===== src/hdl/assert_macros.svh =====
// Assertion macros shared by the scheduler RTL.
// No dependencies; expects clk and rst_n in the including scope.
`ifndef ASSERT_MACROS_SVH
`define ASSERT_MACROS_SVH

// Checks a property on every clock while out of reset.
`define PPS_ASSERT(lbl, prop, msg) \
  lbl: assert property (@(posedge clk) disable iff (!rst_n) (prop)) else $error(msg);

// Checks that a condition holds on the clock after a trigger.
`define PPS_ASSERT_NEXT(lbl, trig, prop, msg) \
  lbl: assert property (@(posedge clk) disable iff (!rst_n) (trig) |=> (prop)) else $error(msg);

`endif


===== src/hdl/pps_pkg.sv =====
// Package for the preemptive priority scheduler: sizes, payload structs, FSM states.
// No dependencies.
package pps_pkg;

  localparam int MAX_JOBS = 16;
  localparam int IDX_W    = $clog2(MAX_JOBS);
  localparam int CNT_W    = $clog2(MAX_JOBS + 1);
  localparam int TAG_W    = 8;
  localparam int ARR_W    = 16;
  localparam int BURST_W  = 12;
  localparam int URG_W    = 16;
  localparam int TIME_W   = 17;

  typedef struct packed {
    logic [TAG_W-1:0]   job_tag;
    logic [ARR_W-1:0]   arrival;
    logic [BURST_W-1:0] burst;
    logic [URG_W-1:0]   urgency;
    logic               last_job;
  } job_in_t;

  typedef struct packed {
    logic [TAG_W-1:0]  result_tag;
    logic [TIME_W-1:0] completion;
    logic [TIME_W-1:0] turnaround;
    logic [TIME_W-1:0] waiting;
    logic [TIME_W-1:0] response;
    logic              last_result;
  } job_out_t;

  typedef enum logic [4:0] {
    ST_IDLE  = 5'b00001,
    ST_CHECK = 5'b00010,
    ST_SCAN  = 5'b00100,
    ST_SERVE = 5'b01000,
    ST_EMIT  = 5'b10000
  } pps_state_t;

endpackage


===== src/hdl/preemptive_priority_scheduler.sv =====
// Preemptive priority scheduler top level: job store, scan sequencer, result emit.
// Depends on pps_pkg and assert_macros.svh.
//
//  channel | ports                        | handshake
//  --------+------------------------------+--------------------------------
//  input   | start, busy, in_data         | transfer when start && !busy
//  result  | out_valid, out_data          | one-cycle strobe, no back-pressure
//  config  | cfg_we, cfg_wdata            | write when cfg_we
//
// After the final job, every simulated tick (or idle jump) runs a scan: one
// comparator walks the job entries one per cycle, then the chosen job is
// served. Results then stream out one per cycle. busy is high from the final
// load until the last result. Synchronous reset clears counters and flags and
// sets the config register to 1.
`include "assert_macros.svh"

module preemptive_priority_scheduler import pps_pkg::*; (
  input  logic     clk,
  input  logic     rst_n,
  input  logic     start,
  output logic     busy,
  input  job_in_t  in_data,
  output logic     out_valid,
  output job_out_t out_data,
  input  logic     cfg_we,
  input  logic     cfg_wdata
);

  // job entries
  logic [TAG_W-1:0]   tag_r       [MAX_JOBS];
  logic [ARR_W-1:0]   arr_r       [MAX_JOBS];
  logic [BURST_W-1:0] burst_r     [MAX_JOBS];
  logic [URG_W-1:0]   urg_r       [MAX_JOBS];
  logic [BURST_W-1:0] rem_r       [MAX_JOBS];
  logic [TIME_W-1:0]  first_run_r [MAX_JOBS];
  logic [TIME_W-1:0]  finish_r    [MAX_JOBS];
  logic [MAX_JOBS-1:0] done_r, started_r;

  pps_state_t        state_r, state_nxt;
  logic [CNT_W-1:0]  job_count_r, job_count_nxt;
  logic [CNT_W-1:0]  fin_count_r, fin_count_nxt;
  logic [TIME_W-1:0] sim_clk_r, sim_clk_nxt;
  logic [IDX_W-1:0]  idx_r, idx_nxt;
  logic              lvw_r;
  logic              found_r, found_nxt;
  logic [IDX_W-1:0]  pick_r, pick_nxt;
  logic [URG_W-1:0]  best_urg_r, best_urg_nxt;
  logic [BURST_W-1:0] best_rem_r, best_rem_nxt;
  logic              best_started_r, best_started_nxt;
  logic [ARR_W-1:0]  min_arr_r, min_arr_nxt;
  logic              out_valid_r;
  job_out_t          out_r;

  logic              accept, room, idx_last, elig, better;
  logic [IDX_W-1:0]  ld_idx;
  logic [TIME_W-1:0] tat;

  assign accept   = start && (state_r == ST_IDLE);
  assign room     = job_count_r < CNT_W'(MAX_JOBS);
  assign ld_idx   = job_count_r[IDX_W-1:0];
  assign idx_last = ({1'b0, idx_r} == (job_count_r - CNT_W'(1)));
  assign elig     = !done_r[idx_r] && ({1'b0, arr_r[idx_r]} <= sim_clk_r);
  assign better   = !found_r || (lvw_r ? (urg_r[idx_r] < best_urg_r)
                                       : (urg_r[idx_r] > best_urg_r));
  assign tat      = finish_r[idx_r] - {1'b0, arr_r[idx_r]};

  always_comb begin
    state_nxt        = state_r;
    job_count_nxt    = job_count_r;
    fin_count_nxt    = fin_count_r;
    sim_clk_nxt      = sim_clk_r;
    idx_nxt          = idx_r;
    found_nxt        = found_r;
    pick_nxt         = pick_r;
    best_urg_nxt     = best_urg_r;
    best_rem_nxt     = best_rem_r;
    best_started_nxt = best_started_r;
    min_arr_nxt      = min_arr_r;
    unique case (state_r)
      ST_IDLE: begin
        if (accept) begin
          if (room) begin
            job_count_nxt = job_count_r + CNT_W'(1);
            if (job_count_r == '0) begin
              fin_count_nxt = CNT_W'(in_data.burst == '0);
            end else if (in_data.burst == '0) begin
              fin_count_nxt = fin_count_r + CNT_W'(1);
            end
          end
          if (in_data.last_job) begin
            state_nxt   = ST_CHECK;
            sim_clk_nxt = '0;
          end
        end
      end
      ST_CHECK: begin
        idx_nxt     = '0;
        found_nxt   = 1'b0;
        min_arr_nxt = '1;
        state_nxt   = (fin_count_r == job_count_r) ? ST_EMIT : ST_SCAN;
      end
      ST_SCAN: begin
        if (elig && better) begin
          found_nxt        = 1'b1;
          pick_nxt         = idx_r;
          best_urg_nxt     = urg_r[idx_r];
          best_rem_nxt     = rem_r[idx_r];
          best_started_nxt = started_r[idx_r];
        end
        if (!done_r[idx_r] && (arr_r[idx_r] < min_arr_r)) begin
          min_arr_nxt = arr_r[idx_r];
        end
        if (idx_last) begin
          state_nxt = ST_SERVE;
        end else begin
          idx_nxt = idx_r + IDX_W'(1);
        end
      end
      ST_SERVE: begin
        state_nxt = ST_CHECK;
        if (!found_r) begin
          sim_clk_nxt = {1'b0, min_arr_r};
        end else begin
          sim_clk_nxt = sim_clk_r + TIME_W'(1);
          if (best_rem_r == BURST_W'(1)) begin
            fin_count_nxt = fin_count_r + CNT_W'(1);
          end
        end
      end
      ST_EMIT: begin
        if (idx_last) begin
          state_nxt     = ST_IDLE;
          job_count_nxt = '0;
        end else begin
          idx_nxt = idx_r + IDX_W'(1);
        end
      end
      default: state_nxt = ST_IDLE;
    endcase
  end

  always_ff @(posedge clk) begin
    if (!rst_n) begin
      state_r     <= ST_IDLE;
      job_count_r <= '0;
      fin_count_r <= '0;
      sim_clk_r   <= '0;
      idx_r       <= '0;
      found_r     <= 1'b0;
      lvw_r       <= 1'b1;
      out_valid_r <= 1'b0;
      done_r      <= '0;
      started_r   <= '0;
    end else begin
      state_r     <= state_nxt;
      job_count_r <= job_count_nxt;
      fin_count_r <= fin_count_nxt;
      sim_clk_r   <= sim_clk_nxt;
      idx_r       <= idx_nxt;
      found_r     <= found_nxt;
      out_valid_r <= (state_r == ST_EMIT);
      if (cfg_we) begin
        lvw_r <= cfg_wdata;
      end
      if (accept && room) begin
        done_r[ld_idx]    <= (in_data.burst == '0);
        started_r[ld_idx] <= 1'b0;
      end
      if ((state_r == ST_SERVE) && found_r) begin
        started_r[pick_r] <= 1'b1;
        if (best_rem_r == BURST_W'(1)) begin
          done_r[pick_r] <= 1'b1;
        end
      end
    end
  end

  // payload: no reset
  always_ff @(posedge clk) begin
    pick_r         <= pick_nxt;
    best_urg_r     <= best_urg_nxt;
    best_rem_r     <= best_rem_nxt;
    best_started_r <= best_started_nxt;
    min_arr_r      <= min_arr_nxt;
    if (accept && room) begin
      tag_r[ld_idx]   <= in_data.job_tag;
      arr_r[ld_idx]   <= in_data.arrival;
      burst_r[ld_idx] <= in_data.burst;
      urg_r[ld_idx]   <= in_data.urgency;
      rem_r[ld_idx]   <= in_data.burst;
      if (in_data.burst == '0) begin
        first_run_r[ld_idx] <= {1'b0, in_data.arrival};
        finish_r[ld_idx]    <= {1'b0, in_data.arrival};
      end
    end
    if ((state_r == ST_SERVE) && found_r) begin
      rem_r[pick_r] <= best_rem_r - BURST_W'(1);
      if (!best_started_r) begin
        first_run_r[pick_r] <= sim_clk_r;
      end
      if (best_rem_r == BURST_W'(1)) begin
        finish_r[pick_r] <= sim_clk_r + TIME_W'(1);
      end
    end
    if (state_r == ST_EMIT) begin
      out_r.result_tag  <= tag_r[idx_r];
      out_r.completion  <= finish_r[idx_r];
      out_r.turnaround  <= tat;
      out_r.waiting     <= tat - {{(TIME_W-BURST_W){1'b0}}, burst_r[idx_r]};
      out_r.response    <= first_run_r[idx_r] - {1'b0, arr_r[idx_r]};
      out_r.last_result <= idx_last;
    end
  end

  assign busy      = (state_r != ST_IDLE);
  assign out_valid = out_valid_r;
  assign out_data  = out_r;

  `PPS_ASSERT(a_count_bound, job_count_r <= CNT_W'(MAX_JOBS), "job count above capacity")
  `PPS_ASSERT(a_fin_bound, !busy || (fin_count_r <= job_count_r), "finished count too high")
  `PPS_ASSERT_NEXT(a_emit_strobe, state_r == ST_EMIT, out_valid, "strobe missing after emit")
  `PPS_ASSERT(a_strobe_src, !out_valid || ($past(state_r) == ST_EMIT), "strobe without emit")

endmodule

===== config.mk =====
export PLATFORM = sky130hd
export DESIGN_NAME = preemptive_priority_scheduler
export DESIGN_NICKNAME = d
export VERILOG_FILES = /design/src/hdl/pps_pkg.sv /design/src/hdl/preemptive_priority_scheduler.sv
export VERILOG_INCLUDE_DIRS = /design/src /design/src/hdl
export SDC_FILE = /design/constraint.sdc
export NUM_CORES = 2
export LEC_CHECK = 0
export BUFFER_PORTS_ARGS = -buffer_cell sky130_fd_sc_hd__buf_4
export CAP_MARGIN = 5
export CORE_MARGIN = 5
export CORE_UTILIZATION = 40
export DETAILED_ROUTE_END_ITERATION = 7
export SKIP_CTS_REPAIR_TIMING = 1
export SLEW_MARGIN = 20
export SYNTH_ARGS = -nofsm -noshare
export SYNTH_HDL_FRONTEND = slang
export SYNTH_SLANG_ARGS = --single-unit

===== constraint.sdc =====
create_clock -name clk -period 13.7 [get_ports clk]
set_clock_uncertainty 0.1 [all_clocks]
set_input_delay 2.74 -clock clk [delete_from_list [all_inputs] [get_ports clk]]
set_output_delay 2.74 -clock clk [all_outputs]
set_load 0.01 [all_outputs]

==> flow_metrics.tcl <==
set metrics [dict create \
    vdd_drop_max_v 0.0001064 \
    relSlewSlack 0.2340 \
    finalHoldViolations 0 \
    met3_usage 0.03626 \
    die_h_um 432.0 \
    synth_top_area_cell "edfxtp_1" \
    utilization 0.4619 \
    fin_ws_ns 6.740 \
    yosys_warnings 0 \
    initialDrtViolationCount 4028 \
    fin_nets 4093 \
    overflow 0 \
    min_period_ns 6.960 \
    syn-num-nets 3822 \
    syn_avg_cell_area_um2 19.45 \
    dpl-instance-area_um2 75730 \
    io_pins 137 \
    cts-root-buf "clkbuf_16" \
    hpwlAfterDp_mm 104.8 \
    busiest_layer "met2" \
    status "completed" \
    path_class "reg2reg" \
    tns_ns 0 \
    critical_path.endpoint_type "flop" \
    synth.area.top_cells "edfxtp_1 71%, mux4_2 14%, dfxtp_1 2.1%" \
    synth-seq-cells 1769 \
    routabilityCongestion 0.8469 \
    post_drt_wl_per_cell_um 27.76 \
    ys_async_sr_fraction 0 \
    row_count 154 \
    synth_edf_count 1694 \
    setup_viol 0 \
    place_ws_ns 6.703 \
    tightest_slew_ns 1.148 \
    drv_cap 0 \
    antenna_found_initial 11 \
    firstDrtPassIters 6 \
    synth_cell_types 74 \
    clk_pin_slew_ns 0.06 \
    netlist_instances 3662 \
    use_met2 0.3079 \
    crit_arrival_ns 7.39 \
    synth.top_cell.area_share 0.7140 \
    cts_buffers 177 \
    clock_path_buffers 3 \
    initial_core_util 0.4032 \
    drcViolationCount 0 \
    vias 35893 \
    crit_fanout 55 \
    cts_tree "built" \
    rsz0062_at_grt "no" \
    synth_ff_type "edfxtp_1" \
    grt_pass1_wl_mm 257.6 \
    grt_pass1_vias 36183 \
    grt_max_degree 111 \
    worstPathRequired_ns 14.13 \
    grt_use_met1 0.2667 \
    power.density_nw_per_um2 138.3 \
    yosysSeqAreaShare 0.7351 \
    power_leakage_nw 25.47 \
    insertion_delay_ns 0.79 \
    htree_levels 4 \
    portBuffers 136 \
    dieArea_um2 186600 \
    grt_use_total 0.1902 \
    final_area_um2 81610 \
    clock_sinks 1769 \
    wirelength_mm 178.3 \
    viasPerCell 5.586 \
    drv_slew 0 \
    start_kind "flop" \
    fmax_mhz 143.7 \
    hold_path_class "reg2reg" \
    detail-route-antenna-nets 0 \
    period_share 0.5080 \
    core_um2 176700 \
    synth_area_um2 71240 \
    die_x_um 432.0 \
    drive_above_1_share 0.2614 \
    area_growth_pct 14.55 \
]
## where the power goes
group          internal [mW]  switching (mW)  total, mW
clock                   2.85            2.04       4.88
sequential              5.97          0.0121       5.98
combinational          0.142           0.280      0.422
## cells by family (layout without fill, tap and decap cells)
logic type                 Yosys count  in the layout  synth area share
adders and majority gates          103            103           0.01839
and+or+nand+nor                    502            502           0.03247
other                                0              7                 0
AOI/OAI and AO/OA                  390            390           0.03514
DFF                               1769           1769            0.7351
muxes                              544            544            0.1534
xor gates and xnor gates            82             82           0.01019
buffers and inverters              272            688           0.01528
## synthesized netlist by cell type, types with 52 or more instances
library cell and count:
edfxtp_1 1694, mux4_2 437, nand2_1 177, nor2_1 150, o21ai_0 133, inv_1 105
clkbuf_1 102, ha_1 99, mux2i_1 94, a21oi_1 78, dfxtp_1 75, xnor2_1 52
## per-stage QoR
stage	power, mW	hold WS [ns]	cells
floorplan	6.330	0.3064	3662
global placement	6.507	0.3683	6094
detailed placement	6.515	0.3775	6094
CTS	11.37	0.3862	6418
global route	11.64	0.4130	6422
finish	11.29	0.3925	6425
## registers in the layout (all words and copies together), names as in the netlist, 12 cells and up, named ones only
register     count
arr_r          256
best_rem_r      12
best_urg_r      16
burst_r        192
done_r          16
finish_r       272
first_run_r    272
min_arr_r       16
out_data        77
rem_r          192
sim_clk_r       17
started_r       16
tag_r          128
urg_r          256
## layout make-up
type,instances,area (µm²)
diodes,7,17.52
clock buffers,227,4743
clock inverters,97,1100
fillers,14734,95080
inverters,107,409.1
multi-input cells,1621,18050
flip-flops and latches,1769,52390
well taps,2340,2928
repair buffers,257,1967
## final timing paths
kind | start | endpoint | slack (ns) | cells past startpoint
worst max-delay path | flop | out_data[34] | 6.74 | 19
worst min register to register | started_r[15] | started_r[15] | 0.39 | 2
worst min-delay path | started_r[15] | started_r[15] | 0.39 | 2
worst max register to register | flop | out_data[34] | 6.74 | 19
## layout by cell type (no fill, tap or decap), types with 7 or more instances in the layout
master and instances:
clkbuf_1 43, clkbuf_16 182, clkinv_1 31, a22oi_1 35, a221oi_1 22, a31oi_1 16
nand4_1 12, nor2_4 16, mux2_2 13, mux2i_1 94, dfxtp_1 68, and2_1 18
xnor2_1 52, o21ai_0 126, a21oi_1 78, and3_1 14, diode_2 7, nand2b_1 12
nor2_2 48, inv_1 100, nand3_1 28, ha_1 99, buf_4 254, nand2_1 176
nor2_1 89, o21ai_1 8, xor2_1 29, a21o_1 17, clkinv_2 33, nor2b_1 26
bufinv_16 21, nor4_1 8, nor3_1 25, edfxtp_1 1694, a21boi_0 35, mux4_2 437
## layer usage
layer	vias to the layer above	share of wire
met5	-	0
met4	0	0.023
met3	244	0.066
met2	1242	0.49
met1	18975	0.42
li1	15432	-
## worst max-delay path, stage by stage, from the launching register on
cell,delay [ns]
dfxtp_4,0.71
buf_4,0.63
buf_4,0.78
mux4_2,0.40
mux4_2,0.59
inv_1,0.19
ha_1,0.25
nor2b_1,0.14
o31a_1,0.29
nor4_2,0.34
nor3_1,0.12
nor2_1,0.14
xnor2_1,0.10
ha_1,0.24
o41ai_2,0.49
maj3_2,0.32
o21ai_2,0.07
a311oi_1,0.39
nor3b_1,0.27
xor2_1,0.10
(Power assumes the default switching activity.)
